==> src/rtl/core/crb_pkg.sv <==
package crb_pkg;

  localparam int unsigned MAX_DIM_DEF   = 4096;
  localparam int unsigned POS_W         = 12;
  localparam int unsigned DIM_REG_W     = 13;
  localparam int unsigned PIXEL_W       = 32;
  localparam int unsigned INDEX_W       = 24;
  localparam int unsigned CFG_IDX_W     = 3;
  localparam int unsigned CFG_DATA_W    = 13;

  localparam logic [DIM_REG_W-1:0] FB_WIDTH_RST  = 13'd400;
  localparam logic [DIM_REG_W-1:0] FB_HEIGHT_RST = 13'd300;

  typedef enum logic [CFG_IDX_W-1:0] {
    CFG_DEST_X      = 3'd0,
    CFG_DEST_Y      = 3'd1,
    CFG_RECT_WIDTH  = 3'd2,
    CFG_RECT_HEIGHT = 3'd3,
    CFG_FB_WIDTH    = 3'd4,
    CFG_FB_HEIGHT   = 3'd5
  } cfg_idx_e;

  // Current register set plus the precomputed index of the rectangle's top row.
  typedef struct packed {
    logic [POS_W-1:0]     dest_x;
    logic [POS_W-1:0]     dest_y;
    logic [DIM_REG_W-1:0] rect_width;
    logic [DIM_REG_W-1:0] rect_height;
    logic [DIM_REG_W-1:0] fb_width;
    logic [DIM_REG_W-1:0] fb_height;
    logic [INDEX_W-1:0]   top_base;
  } cfg_t;

  typedef struct packed {
    logic               write_enable;
    logic [INDEX_W-1:0] fb_index;
    logic [PIXEL_W-1:0] fb_pixel;
    logic               rect_done;
  } res_t;

endpackage

==> src/rtl/core/crb_cfg_regs.sv <==
module crb_cfg_regs (
  input  logic                              clk_i,
  input  logic                              rst_ni,
  input  logic                              cfg_we_i,
  input  logic [crb_pkg::CFG_IDX_W-1:0]     cfg_idx_i,
  input  logic [crb_pkg::CFG_DATA_W-1:0]    cfg_wdata_i,
  output crb_pkg::cfg_t                     cfg_o
);

  logic [crb_pkg::POS_W-1:0]     dest_x_q, dest_y_q, dest_y_d;
  logic [crb_pkg::DIM_REG_W-1:0] rect_width_q, rect_height_q, fb_width_q, fb_height_q;
  logic [crb_pkg::DIM_REG_W-1:0] fb_width_d;
  logic [crb_pkg::INDEX_W-1:0]   top_base_q;
  logic [crb_pkg::POS_W+crb_pkg::DIM_REG_W-1:0] top_prod;

  always_ff @(posedge clk_i or negedge rst_ni) begin
    if (!rst_ni) begin
      dest_x_q      <= '0;
      dest_y_q      <= '0;
      rect_width_q  <= '0;
      rect_height_q <= '0;
      fb_width_q    <= crb_pkg::FB_WIDTH_RST;
      fb_height_q   <= crb_pkg::FB_HEIGHT_RST;
    end else if (cfg_we_i) begin
      case (crb_pkg::cfg_idx_e'(cfg_idx_i))
        crb_pkg::CFG_DEST_X:      dest_x_q      <= cfg_wdata_i[crb_pkg::POS_W-1:0];
        crb_pkg::CFG_DEST_Y:      dest_y_q      <= cfg_wdata_i[crb_pkg::POS_W-1:0];
        crb_pkg::CFG_RECT_WIDTH:  rect_width_q  <= cfg_wdata_i;
        crb_pkg::CFG_RECT_HEIGHT: rect_height_q <= cfg_wdata_i;
        crb_pkg::CFG_FB_WIDTH:    fb_width_q    <= cfg_wdata_i;
        crb_pkg::CFG_FB_HEIGHT:   fb_height_q   <= cfg_wdata_i;
        default: ;
      endcase
    end
  end

  always_comb begin
    dest_y_d   = dest_y_q;
    fb_width_d = fb_width_q;
    if (cfg_we_i && (crb_pkg::cfg_idx_e'(cfg_idx_i) == crb_pkg::CFG_DEST_Y)) begin
      dest_y_d = cfg_wdata_i[crb_pkg::POS_W-1:0];
    end
    if (cfg_we_i && (crb_pkg::cfg_idx_e'(cfg_idx_i) == crb_pkg::CFG_FB_WIDTH)) begin
      fb_width_d = cfg_wdata_i;
    end
  end

  // The top row index is registered from the next register values, so it is
  // ready together with the registers for the first word after a write.
  assign top_prod = (crb_pkg::POS_W+crb_pkg::DIM_REG_W)'(dest_y_d)
                  * (crb_pkg::POS_W+crb_pkg::DIM_REG_W)'(fb_width_d);

  always_ff @(posedge clk_i or negedge rst_ni) begin
    if (!rst_ni) begin
      top_base_q <= '0;
    end else begin
      top_base_q <= top_prod[crb_pkg::INDEX_W-1:0];
    end
  end

  assign cfg_o.dest_x      = dest_x_q;
  assign cfg_o.dest_y      = dest_y_q;
  assign cfg_o.rect_width  = rect_width_q;
  assign cfg_o.rect_height = rect_height_q;
  assign cfg_o.fb_width    = fb_width_q;
  assign cfg_o.fb_height   = fb_height_q;
  assign cfg_o.top_base    = top_base_q;

endmodule

==> src/rtl/core/crb_addr_gen.sv <==
module crb_addr_gen #(
  parameter int unsigned MAX_DIM = crb_pkg::MAX_DIM_DEF
) (
  input  logic                            clk_i,
  input  logic                            rst_ni,
  input  crb_pkg::cfg_t                   cfg_i,
  input  logic                            restart_i,
  input  logic                            step_i,
  input  logic [crb_pkg::PIXEL_W-1:0]     pixel_i,
  output crb_pkg::res_t                   res_o
);

  localparam int unsigned CNT_W = $clog2(MAX_DIM);
  localparam int unsigned DIM_W = $clog2(MAX_DIM + 1);
  localparam int unsigned CMP_W = (DIM_W > crb_pkg::DIM_REG_W) ? DIM_W : crb_pkg::DIM_REG_W;
  localparam int unsigned SUM_W = ((CNT_W > crb_pkg::POS_W) ? CNT_W : crb_pkg::POS_W) + 1;
  localparam logic [CMP_W-1:0] DIM_LIMIT = CMP_W'(MAX_DIM);

  logic [CNT_W-1:0]            col_q, col_d, row_q, row_d;
  logic [crb_pkg::INDEX_W-1:0] row_off_q, row_off_d;
  logic [DIM_W-1:0]            w_eff, h_eff, col_inc, row_inc;
  logic [CMP_W-1:0]            w_ext, h_ext;
  logic [SUM_W-1:0]            fb_col, fb_row;
  logic                        empty, in_clip, col_wrap, row_wrap;

  assign w_ext = CMP_W'(cfg_i.rect_width);
  assign h_ext = CMP_W'(cfg_i.rect_height);
  assign w_eff = (w_ext > DIM_LIMIT) ? DIM_W'(DIM_LIMIT) : DIM_W'(w_ext);
  assign h_eff = (h_ext > DIM_LIMIT) ? DIM_W'(DIM_LIMIT) : DIM_W'(h_ext);
  assign empty = (w_eff == '0) || (h_eff == '0);

  assign fb_col = SUM_W'(cfg_i.dest_x) + SUM_W'(col_q);
  assign fb_row = SUM_W'(cfg_i.dest_y) + SUM_W'(row_q);
  assign in_clip = !empty && (fb_col < SUM_W'(cfg_i.fb_width))
                && (fb_row < SUM_W'(cfg_i.fb_height));

  assign col_inc  = DIM_W'(col_q) + DIM_W'(1);
  assign row_inc  = DIM_W'(row_q) + DIM_W'(1);
  assign col_wrap = col_inc >= w_eff;
  assign row_wrap = row_inc >= h_eff;

  always_comb begin
    res_o.write_enable = in_clip;
    res_o.fb_index     = '0;
    res_o.fb_pixel     = '0;
    res_o.rect_done    = empty || (col_wrap && row_wrap);
    if (in_clip) begin
      res_o.fb_index = cfg_i.top_base + row_off_q
                     + crb_pkg::INDEX_W'(cfg_i.dest_x) + crb_pkg::INDEX_W'(col_q);
      res_o.fb_pixel = pixel_i;
    end
  end

  always_comb begin
    col_d     = col_q;
    row_d     = row_q;
    row_off_d = row_off_q;
    if (restart_i || (step_i && (empty || (col_wrap && row_wrap)))) begin
      col_d     = '0;
      row_d     = '0;
      row_off_d = '0;
    end else if (step_i) begin
      if (col_wrap) begin
        col_d     = '0;
        row_d     = row_inc[CNT_W-1:0];
        row_off_d = row_off_q + crb_pkg::INDEX_W'(cfg_i.fb_width);
      end else begin
        col_d = col_inc[CNT_W-1:0];
      end
    end
  end

  always_ff @(posedge clk_i or negedge rst_ni) begin
    if (!rst_ni) begin
      col_q     <= '0;
      row_q     <= '0;
      row_off_q <= '0;
    end else begin
      col_q     <= col_d;
      row_q     <= row_d;
      row_off_q <= row_off_d;
    end
  end

endmodule

==> src/rtl/core/clipped_rect_blit_top.sv <==
// Rectangle blit into a linear framebuffer, with clipping.
// The input channel carries one source pixel word per handshake, in row-major
// order over the configured rectangle. The output channel returns one word per
// pixel: the framebuffer word index, the pixel, a write enable that is low for
// pixels outside the framebuffer (index and pixel are then zero), and a done
// flag on the last pixel of the rectangle.
// The user must write registers through the cfg port only while no word is in
// flight (not enforced); each write restarts the rectangle at its first pixel.
// From input handshake to output valid a word passes the input register, then
// the clip and address logic into the output register.
// Throughput is one word per cycle while the receiver does not stall; the
// column and row counters and the row base add advance once per word.
// When the receiver stalls, the output word holds and the input side stalls
// as soon as the input register is also occupied.
// Reset clears the valid flags of both pipeline stages and the counters, and
// loads the register reset values (400 by 300 framebuffer, empty rectangle).
module clipped_rect_blit_top #(
  parameter int unsigned MAX_DIM = crb_pkg::MAX_DIM_DEF
) (
  input  logic                            clk_i,
  input  logic                            rst_ni,
  input  logic                            cfg_we_i,
  input  logic [crb_pkg::CFG_IDX_W-1:0]   cfg_idx_i,
  input  logic [crb_pkg::CFG_DATA_W-1:0]  cfg_wdata_i,
  input  logic                            in_valid_i,
  output logic                            in_stall_o,
  input  logic [crb_pkg::PIXEL_W-1:0]     src_pixel_i,
  output logic                            out_valid_o,
  input  logic                            out_stall_i,
  output logic                            write_enable_o,
  output logic [crb_pkg::INDEX_W-1:0]     fb_index_o,
  output logic [crb_pkg::PIXEL_W-1:0]     fb_pixel_o,
  output logic                            rect_done_o
);

  crb_pkg::cfg_t               cfg;
  crb_pkg::res_t               res, out_res_q;
  logic                        in_valid_q, in_valid_d, out_valid_q, out_valid_d;
  logic [crb_pkg::PIXEL_W-1:0] in_pixel_q;
  logic                        advance, move, in_take;

  crb_cfg_regs u_cfg_regs (
    .clk_i       (clk_i),
    .rst_ni      (rst_ni),
    .cfg_we_i    (cfg_we_i),
    .cfg_idx_i   (cfg_idx_i),
    .cfg_wdata_i (cfg_wdata_i),
    .cfg_o       (cfg)
  );

  crb_addr_gen #(
    .MAX_DIM (MAX_DIM)
  ) u_addr_gen (
    .clk_i     (clk_i),
    .rst_ni    (rst_ni),
    .cfg_i     (cfg),
    .restart_i (cfg_we_i),
    .step_i    (move),
    .pixel_i   (in_pixel_q),
    .res_o     (res)
  );

  assign advance    = !out_valid_q || !out_stall_i;
  assign move       = in_valid_q && advance;
  assign in_stall_o = in_valid_q && !advance;
  assign in_take    = in_valid_i && !in_stall_o;

  always_comb begin
    in_valid_d = in_valid_q;
    if (in_take) begin
      in_valid_d = 1'b1;
    end else if (move) begin
      in_valid_d = 1'b0;
    end
    out_valid_d = advance ? in_valid_q : out_valid_q;
  end

  always_ff @(posedge clk_i or negedge rst_ni) begin
    if (!rst_ni) begin
      in_valid_q  <= 1'b0;
      out_valid_q <= 1'b0;
    end else begin
      in_valid_q  <= in_valid_d;
      out_valid_q <= out_valid_d;
    end
  end

  always_ff @(posedge clk_i) begin
    if (in_take) begin
      in_pixel_q <= src_pixel_i;
    end
    if (move) begin
      out_res_q <= res;
    end
  end

  assign out_valid_o    = out_valid_q;
  assign write_enable_o = out_res_q.write_enable;
  assign fb_index_o     = out_res_q.fb_index;
  assign fb_pixel_o     = out_res_q.fb_pixel;
  assign rect_done_o    = out_res_q.rect_done;

  a_drop_zero: assert property (@(posedge clk_i) disable iff (!rst_ni)
    (out_valid_o && !write_enable_o) |-> (fb_index_o == '0 && fb_pixel_o == '0))
    else $error("dropped pixel carries a nonzero index or pixel");

  a_stall_cause: assert property (@(posedge clk_i) disable iff (!rst_ni)
    in_stall_o |-> (out_valid_o && out_stall_i))
    else $error("input stalled while the output stage could advance");

  a_take_holds: assert property (@(posedge clk_i) disable iff (!rst_ni)
    (in_valid_i && !in_stall_o) |=> in_valid_q)
    else $error("accepted word lost from the input register");

  a_move_fills: assert property (@(posedge clk_i) disable iff (!rst_ni)
    (in_valid_q && !in_stall_o) |=> out_valid_o)
    else $error("word leaving the input register did not reach the output");

endmodule
==> config.mk <==
export PLATFORM = sky130hd
export DESIGN_NAME = clipped_rect_blit_top
export DESIGN_NICKNAME = d
export VERILOG_FILES = /design/src/rtl/core/crb_pkg.sv /design/src/rtl/core/crb_cfg_regs.sv /design/src/rtl/core/crb_addr_gen.sv /design/src/rtl/core/clipped_rect_blit_top.sv
export SDC_FILE = /design/constraint.sdc
export NUM_CORES = 1
export LEC_CHECK = 0
export ABC_AREA = 1
export BUFFER_PORTS_ARGS = -buffer_cell sky130_fd_sc_hd__buf_2
export CAP_MARGIN = 20
export CELL_PAD_IN_SITES_DETAIL_PLACEMENT = 1
export CELL_PAD_IN_SITES_GLOBAL_PLACEMENT = 1
export CORE_UTILIZATION = 38
export CTS_BUF_LIST = sky130_fd_sc_hd__clkbuf_8
export DETAILED_ROUTE_END_ITERATION = 7
export GPL_ROUTABILITY_DRIVEN = 0
export GPL_TIMING_DRIVEN = 0
export PLACE_DENSITY = 0.8
export SLEW_MARGIN = 20
export SYNTH_ARGS = -nofsm -noshare
export SYNTH_HDL_FRONTEND = slang
export SYNTH_HIERARCHICAL = 1
export SYNTH_SLANG_ARGS = --single-unit
==> constraint.sdc <==
create_clock -name clk_i -period 8.3 [get_ports clk_i]
set_clock_uncertainty 0.1 [all_clocks]
set_input_delay 0.83 -clock clk_i [delete_from_list [all_inputs] [get_ports clk_i]]
set_output_delay 0.83 -clock clk_i [all_outputs]
set_load 0.005 [all_outputs]
==> reports/results.tsv, run 1 <==
metric	value	unit
drc_errors	0	
dpl.hpwl	50200	µm
grt_pass1_vias	19200	
drv_slew	0	
max_slew_margin	47.8	%
avgSynthCellArea	8.18	µm²
holdBufCountCts	0	
drt-total-wl	62300	µm
initial_core_util	38.5	%
rows	84	
setup_tns	0	ns
grt_pass1_wl	100000	µm
synth_warnings	6	
portBuffers	112	
ioPinCount	113	
ant_nets	0	
drive_gt1_share	11.3	%
async_flop_share	62.5	%
cts_max_level	2	
grt_overflow_total	0	
seq_area	6460	µm²
vias	17300	
finalHoldViolations	0	
maxCapViolCount	0	
required	8.70	ns
wire_per_inst	18.5	µm
synth.distinct_cells	47	
postCtsSetupRepairBufs	0	
cts_sinks	240	
cp_max_fo	10	
drtPass1Iterations	5	
n_fill_cell	6391	
synth_ff_type	dfrtp_1	
end_kind	flop	
synth_seq_cells	240	
finalSetupViolCount	0	
die_width	233	µm
rsz0062_at_grt	no	
clk_latency	0.62	ns
cts_resized	0	
drt_iter0_drc	902	
arrival	6.36	ns
cts-root-buf	clkbuf_8	
die_h	233	µm
cts.clk_slew.worst_paths	0.07	ns
grt_usage	23.6	%
final_nets	3025	
synth_edf_count	90	
period_needed	5.95	ns
tightest_slew	0.782	ns
cts_tree	yes	
crit_type	in -> reg	
seq_area_frac_synth	31.9	%
die_area	54300	µm²
hold_class	in -> async	
grt_max_degree	93	
status	complete, no violations	
crit_path_start_kind	input port	
r2r_start	u_cfg_regs/fb_width_q[8]$_DFFE_PN1P_	
cts_inserted_buffers	44	
core	52700	µm²
cts_buffer_depth	3	
synth_nets	2864	
grt_antenna_before_repair	1	
fmaxAchievable	168	MHz
fin_crit_sh	71.7	%
multiInputGateArea	11700	µm²
vias_per_cell	5.13	
syn_to_final_growth	12.3	%
antennaDiodeCount	0	
syn-cell-area	20300	µm²
cp-startpoint	cfg_we_i	
syn_inst	2481	
[logic make-up after synthesis]
group,Yosys count,share of synthesized area [%]
and+or+nand+nor,1045,21.5
buffers and inverters,544,10.8
adders and majority gates,330,25.4
AOI/OAI and AO/OA,241,7.02
DFF,240,31.9
xor gates and xnor gates,81,3.50
[flip-flops by register name (all words and copies together) (netlist names), 24 cells and up]
| signal | flops |
|---|---|
| u_cfg_regs/top_base_q | 24 |
| in_pixel_q | 32 |
| u_addr_gen/row_off_q | 24 |
| fb_pixel_o | 32 |
| fb_index_o | 24 |
[final timing paths]
kind,end,slack (ns),cells past startpoint
min in group clk_i,in_pixel_q[21]$_DFFE_PP_,0.29,1
max in group asynchronous,u_addr_gen/row_off_q[20]$_DFFE_PN0P_,7.20,2
worst min-delay path,u_cfg_regs/dest_y_q[10]$_DFFE_PN0N_,0.03,1
worst max register to register,u_cfg_regs/top_base_q[21]$_DFF_PN0_,2.68,22
worst min register to register,u_cfg_regs/fb_height_q[4]$_DFFE_PN0P_,0.39,2
worst max-delay path,u_cfg_regs/top_base_q[21]$_DFF_PN0_,2.35,25
[metrics by stage]
step	std cells	hold slack (ns)	utilization (%)	setup WS, ns	cell area [µm²]
after floorplan	2481	0.353	-	2.86	20300
after global placement	3281	0.373	41.2	1.44	21700
after detailed placement	3284	0.386	41.4	1.78	21800
after CTS	3366	0.0228	43.3	2.43	22800
after global routing	3366	0.0582	43.3	2.06	22800
final	3366	0.0341	43.3	2.35	22800
[synthesized netlist by cell type (2+ instances only)]
cell / n / area, µm²
o211ai_1: 2 / 15.0
nand3b_1: 6 / 45.0
nand2_1: 609 / 2290
o21bai_1: 4 / 30.0
nand2_2: 13 / 81.3
xnor2_1: 35 / 307
dfstp_2: 7 / 184
clkbuf_1: 15 / 56.3
nor3_1: 18 / 90.1
dfrtp_1: 143 / 3580
xor2_1: 46 / 403
a21o_1: 5 / 37.5
nand3_1: 87 / 435
nand3_2: 3 / 30.0
buf_6: 12 / 135
or2_1: 8 / 50.1
o21ai_2: 17 / 149
nand4_1: 60 / 375
nor2_1: 220 / 826
buf_4: 7 / 52.6
buf_2: 10 / 50.1
a21oi_1: 95 / 475
inv_2: 27 / 101
inv_1: 468 / 1760
edfxtp_1: 90 / 2700
o2111ai_1: 2 / 17.5
nor4_1: 3 / 18.8
nor2_2: 6 / 37.5
a31oi_1: 4 / 25.0
o21ai_4: 6 / 97.6
nand2_4: 3 / 33.8
a21boi_0: 5 / 37.5
ha_1: 194 / 2430
fa_1: 136 / 2720
buf_1: 3 / 11.3
o21ai_0: 96 / 480
or2_2: 6 / 37.5
[cell usage in the layout (no fill, tap or decap), types with 53 or more instances in the layout]
cell type and instances:
nand2_1 609, inv_1 477, nor2_1 220, ha_1 194, dfrtp_1 143, fa_1 136, buf_2 121, o21ai_0 96
a21oi_1 94, edfxtp_1 90, nand3_1 87, nand4_1 60, clkbuf_8 53
[layout make-up]
cell class                 count  area share, %
sequential                   240           28.4
multi-input combinational   1697           51.2
timing repair buffer         115           2.87
buffer                        48           1.41
clock inverter                29           1.05
tap                          688           3.78
clock buffer                  53           3.20
inverter                     496           8.17
[layer usage]
metal  wire length (µm)  global-route usage (%)
met1              26000                    28.4
met2              31000                    42.1
met3               3020                    3.37
met4               2330                    9.48
met5                  0                       0
[critical path, stage by stage]
cell and delay (ns):
buf_2 0.16, inv_1 0.07, nor2_2 0.16, nand2_1 0.24, buf_6 0.25, o21ai_2 0.27
inv_2 0.09, buf_6 0.16, nand2_1 0.08, fa_1 0.44, fa_1 0.52, inv_1 0.06
fa_1 0.46, fa_1 0.54, inv_1 0.06, fa_1 0.47, inv_1 0.04, ha_1 0.39
nand2_1 0.14, inv_1 0.11, nand2_1 0.11, nor3_1 0.37, nand3_1 0.17, nand4_1 0.12
nand2_1 0.05
Power of run 1 is not shown: default switching activity piles up to over one toggle a cycle in this logic, so the estimate is an artifact.
==> run 2, diff against run 1 <==
- PLACE_DENSITY: 0.8 -> 0.82
- clock period: 8.3 -> 4.85 ns (I/O delays scaled with it)
==> run 2 against run 1 <==
  * The flow now finishes with violations (setup timing)
  * Global-route usage increased by 1.8 points
  * Final area grew 8.3%
  * Core utilization rose by 3.6 points
  * Via count increased by 8.5%
  * Routed wire length increased by 20%
  * Cell count grew 3.8%
  * Die area unchanged
  * Largest cell class unchanged
==> reports/results.tsv, run 2 (synthesis gave the netlist of run 1 again) <==
metric	value	unit	change
status	finished with violations		was complete, no violations
violations	setup timing		
final_cell_area	24700	µm²	was 22,800 µm²
cts_inserted_buffers	44		unchanged
ioPinCount	113		unchanged
vias	18700		was 17,300
finalSetupViolCount	15		was 0
core	52700	µm²	unchanged
arrival	5.68	ns	was 6.36 ns
die_area	54300	µm²	unchanged
hold_class	in -> reg		was in -> async
finalHoldViolations	0		unchanged
grt_usage	25.4	%	was 23.6%
grt_max_degree	98		was 93
whs	0.0541	ns	was 0.0341 ns
crit_path_start_kind	input port		unchanged
rows	84		unchanged
cts_tree	yes		unchanged
grt_antenna_before_repair	1		unchanged
grt_pass1_vias	20200		was 19,200
drt_iter0_drc	1268		was 902
most-common-layout-cells	nand2_1 (555), inv_1 (456), nor2_1 (204)		was nand2_1 (609), inv_1 (477), nor2_1 (220)
wire_per_inst	21.4	µm	was 18.5 µm
maxCapViolCount	0		unchanged
drive_gt1_share	19.3	%	was 11.3%
clk_latency	0.64	ns	was 0.62 ns
fin_crit_sh	109	%	
dpl.hpwl	50800	µm	was 50,200 µm
crit_type	in -> reg		unchanged
cts.clk_slew.worst_paths	0.07	ns	about the same
cp_max_fo	10		unchanged
grt_pass1_wl	107000	µm	was 100,000 µm
drtPass1Iterations	5		unchanged
finalWorstSetupSlack	-0.445	ns	was 2.35 ns
drv_slew	0		unchanged
drc_errors	0		unchanged
tightest_slew	0.773	ns	was 0.782 ns
cts_sinks	240		unchanged
grt_overflow_total	0		unchanged
rsz0062_at_grt	yes		was no
n_fill_cell	6292		was 6,391
portBuffers	112		unchanged
end_kind	flop		unchanged
final_common_cell	nand2_1		unchanged
ant_nets	0		unchanged
drt-total-wl	74700	µm	was 62,300 µm
initial_core_util	38.5	%	unchanged
cts_buffer_depth	3		unchanged
vias_per_cell	5.37		was 5.13
period_needed	5.29	ns	
syn_to_final_growth	21.6	%	was 12.3%
final_nets	3151		was 3,025
required	5.23	ns	was 8.70 ns
die_h	233	µm	unchanged
max_slew_margin	48.5	%	was 47.8%
cts_max_level	2		unchanged
place_area	22000	µm²	was 21,800 µm²
fmaxAchievable	189	MHz	
cts-root-buf	clkbuf_8		unchanged
die_width	233	µm	unchanged
## run 2: cell types whose count changed in the layout (fill, tap and decap cells not counted), sizes merged
| cell | before | now |
|---|---|---|
| diode | 0 | 2 |
| dlygate4sd3 | 0 | 34 |
| clkbuf | 68 | 64 |
| clkinv | 12 | 15 |
| buf | 148 | 240 |
## run 2: through the flow
stage	cells	utilization (%)	setup WS (ns)	setup TNS, ns
global placement	3281	41.7	-1.60	-112.18
detailed placement	3284	41.9	-0.993	-12.48
floorplan	2481	-	-0.0946	-0.214
CTS	3454	45.7	-0.117	-0.484
global route	3491	46.9	-0.585	-6.68
finish	3493	46.9	-0.445	-4.90
## run 2: layout make-up
cell class | count | area [µm²] | area share [%]
diodes | 2 | 5.00 | 0.0203
plain buffers | 48 | 367 | 1.49
clock buffers | 49 | 674 | 2.73
clock inverters | 32 | 256 | 1.04
inverters | 496 | 1910 | 7.75
multi-input cells | 1697 | 12400 | 50.2
flip-flops and latches | 240 | 6470 | 26.2
well taps | 688 | 861 | 3.49
repair buffers | 241 | 1740 | 7.06
## run 2: path summary, 6_finish.rpt
check | slack [ns] | start | depth (start not counted) | endpoint
min in group asynchronous | 0.24 | rst_ni | 2 | u_cfg_regs/fb_width_q[6]$_DFFE_PN0P_
hold reg to reg | 0.40 | u_cfg_regs/fb_height_q[10]$_DFFE_PN0P_ | 2 | u_cfg_regs/fb_height_q[10]$_DFFE_PN0P_
setup reg to reg | -0.44 | u_cfg_regs/dest_y_q[6]$_DFFE_PN0N_ | 22 | u_cfg_regs/top_base_q[23]$_DFF_PN0_
max in group asynchronous | 3.51 | rst_ni | 3 | u_addr_gen/row_off_q[20]$_DFFE_PN0P_
setup / recovery | -0.44 | cfg_idx_i[0] | 26 | u_cfg_regs/top_base_q[23]$_DFF_PN0_
hold / removal | 0.05 | out_stall_i | 3 | out_valid_o$_DFFE_PN0P_
## run 2: worst max-delay path, cell delays in order
cell and delay (ns):
buf_2 0.15, inv_2 0.07, nor2_4 0.12, nand2_4 0.12
buf_12 0.19, o21ai_4 0.39, buf_6 0.17, buf_6 0.09
nor2_2 0.04, fa_1 0.46, fa_1 0.53, fa_1 0.55
fa_1 0.53, inv_1 0.07, fa_1 0.53, inv_2 0.06
ha_4 0.32, nand2_4 0.09, nor2_4 0.14, nand2_1 0.11
nand2_1 0.08, nand2_1 0.08, nand2_1 0.08, nor2_1 0.06
nand2_1 0.07, nand2_2 0.07
## run 2: what timing repair did
| action | in CTS | in global routing |
|---|---|---|
| resized for setup | 102 | 92 |
| hold endpoints to repair | 83 | 0 |
| hold buffers | 34 | 0 |
| pin swaps | 54 | 50 |
| endpoints found under the setup margin | 14 | 56 |
| buffers inserted | 53 | 37 |
| gates cloned | 2 | 0 |
## run 2: layer usage
metal | part of all wire, % | vias to the layer above | track usage, %
li1 | - | 8352 | -
met1 | 38 | 9272 | 29.1
met2 | 50 | 782 | 46.0
met3 | 5.7 | 335 | 3.83
met4 | 7.0 | 0 | 12.2
met5 | 0 | - | 0
Power of run 2 is left out for the same reason.
==> run 3, diff against run 2 <==
- CORE_MARGIN: not set -> 2
- CORE_UTILIZATION: 38 -> 40
- PLACE_DENSITY: 0.82 -> 0.85
==> run 3 against run 2 <==
  * The run still ends with setup timing left
  * Hold slack improved by 0.055 ns
  * Final area down 0.67%
  * Clock-buffer cell count grew 4
  * Routed wire length up 2.0%
  * First-iteration DRC count increased by 17%
  * Global-route usage grew 2.2 points
  * Setup slack gained 0.011 ns
  * Maximum frequency rose by 0.20%
==> reports/results.tsv, run 3 (synthesis gave the netlist of run 1 again) <==
metric	value	unit	change
clk_latency	0.66	ns	was 0.64 ns
fin_crit_sh	109	%	about the same
finalSetupViolCount	15		unchanged
hold_class	in -> reg		unchanged
met2_usage	50.3	%	was 46.0%
drc_errors	0		unchanged
vias_per_cell	5.46		was 5.37
crit_type	in -> reg		unchanged
drive_gt1_share	18.9	%	was 19.3%
core	50200	µm²	was 52,700 µm²
cts.clk_slew.worst_paths	0.06	ns	was 0.07 ns
portBuffers	112		unchanged
place_inst	3268		was 3,284
cts_tree	yes		unchanged
antennaDiodeCount	0		was 2
required	5.24	ns	was 5.23 ns
grt_usage	27.7	%	was 25.4%
slowest_delay	0.52	ns	was 0.55 ns
cts_inserted_buffers	43		was 44
n_fill_cell	6047		was 6,292
final_common_cell	nand2_1		unchanged
arrival	5.67	ns	was 5.68 ns
die_h	229	µm	was 233 µm
grt_pass1_wl	113000	µm	was 107,000 µm
cts_buffer_depth	3		unchanged
drtPass1Iterations	6		was 5
seq_area	6470	µm²	unchanged
dpl.hpwl	50500	µm	was 50,800 µm
cpLargestDelayFamily	adder cells		unchanged
tightest_slew	0.810	ns	was 0.773 ns
cts_sinks	240		unchanged
cts-root-buf	clkbuf_8		unchanged
rsz0062_at_grt	yes		unchanged
vias	18900		was 18,700
grt_max_degree	83		was 98
cpMostUsedCell	nand2_1		
groute.layer.met3.usage	4.16	%	was 3.83%
top_usage_layer	met2		unchanged
met1_usage	31.4	%	was 29.1%
cp.buffers_inverters	8		was 7
multiInputGateArea	12400	µm²	about the same
fmaxAchievable	189	MHz	about the same
crit_path_start_kind	input port		unchanged
drv_slew	0		unchanged
final_nets	3136		was 3,151
final_cell_area	24500	µm²	was 24,700 µm²
cts_max_level	2		unchanged
initial_core_util	40.5	%	was 38.5%
layoutNonFillerInstCount	3457		was 3,493
syn_to_final_growth	20.8	%	was 21.6%
max_slew_margin	46.0	%	was 48.5%
maxCapViolCount	0		unchanged
period_needed	5.28	ns	was 5.29 ns
cp_slowest_cell	fa_1		unchanged
drt-total-wl	76200	µm	was 74,700 µm
die_width	229	µm	was 233 µm
grt_overflow_total	0		unchanged
end_kind	flop		unchanged
status	finished with violations		unchanged
die_area	52600	µm²	was 54,300 µm²
drt_iter0_drc	1480		was 1,268
violations	setup timing		unchanged
grt_pass1_vias	20600		was 20,200
finalWorstSetupSlack	-0.434	ns	was -0.445 ns
cp_max_fo	8		was 10
ant_nets	0		unchanged
ioPinCount	113		unchanged
finalHoldViolations	0		unchanged
grt_antenna_before_repair	1		unchanged
most-common-layout-cells	nand2_1 (557), inv_1 (458), nor2_1 (202)		was nand2_1 (555), inv_1 (456), nor2_1 (204)
wire_per_inst	22.0	µm	was 21.4 µm
rows	82		was 84
place_area	22000	µm²	about the same
[run 3: layout make-up]
type                       count  share of cell area [%]
clock inverter                24                   0.567
sequential                   240                    26.4
tap                          672                    3.43
buffer                        48                    1.52
multi-input combinational   1697                    50.7
clock buffer                  53                    2.98
timing repair buffer         227                    6.66
inverter                     496                    7.76
[run 3: worst min-delay path, stage by stage]
cell	delay (ns)
buf_2	0.13
nand2_1	0.07
nand2_1	0.06
[run 3: worst paths after layout]
path	startpoint	end	slack, ns	depth (start not counted)
worst max-delay path	cfg_idx_i[0]	u_cfg_regs/top_base_q[23]$_DFF_PN0_	-0.43	29
worst min-delay path	out_stall_i	out_valid_o$_DFFE_PN0P_	0.11	3
worst max register to register	u_cfg_regs/dest_y_q[4]$_DFFE_PN0N_	u_cfg_regs/top_base_q[23]$_DFF_PN0_	-0.41	26
worst min register to register	u_cfg_regs/fb_height_q[11]$_DFFE_PN0P_	u_cfg_regs/fb_height_q[11]$_DFFE_PN0P_	0.39	2
max in group asynchronous	rst_ni	u_addr_gen/row_off_q[1]$_DFFE_PN0P_	3.52	3
min in group asynchronous	rst_ni	u_cfg_regs/fb_height_q[11]$_DFFE_PN0P_	0.28	2
[run 3: per-stage QoR]
stage | TNS (ns) | util, % | worst slack (ns) | hold WS [ns]
after floorplan | -0.214 | - | -0.0946 | 0.0894
after global placement | -104.67 | 43.7 | -1.53 | 0.372
after detailed placement | -12.81 | 43.9 | -1.01 | 0.375
after CTS | -0.784 | 47.7 | -0.118 | 0.0479
after global routing | -6.50 | 48.9 | -0.565 | 0.101
final | -4.54 | 48.9 | -0.434 | 0.109
[run 3: routing by layer]
layer  wire length (µm)  vias up
met5                  0        -
met4               5300        0
met3               4650      319
met2              38400      798
met1              27800     9432
li1                   -     8313
[run 3: timing repair]
action,4_1_cts,5_1_grt
pin swaps,47,53
gates cloned,3,0
hold buffers,34,0
buffers inserted,40,35
resized for setup,91,99
endpoints found under the setup margin,14,73
endpoints found under the hold margin,97,0
Power of run 3 is left out for the same reason.
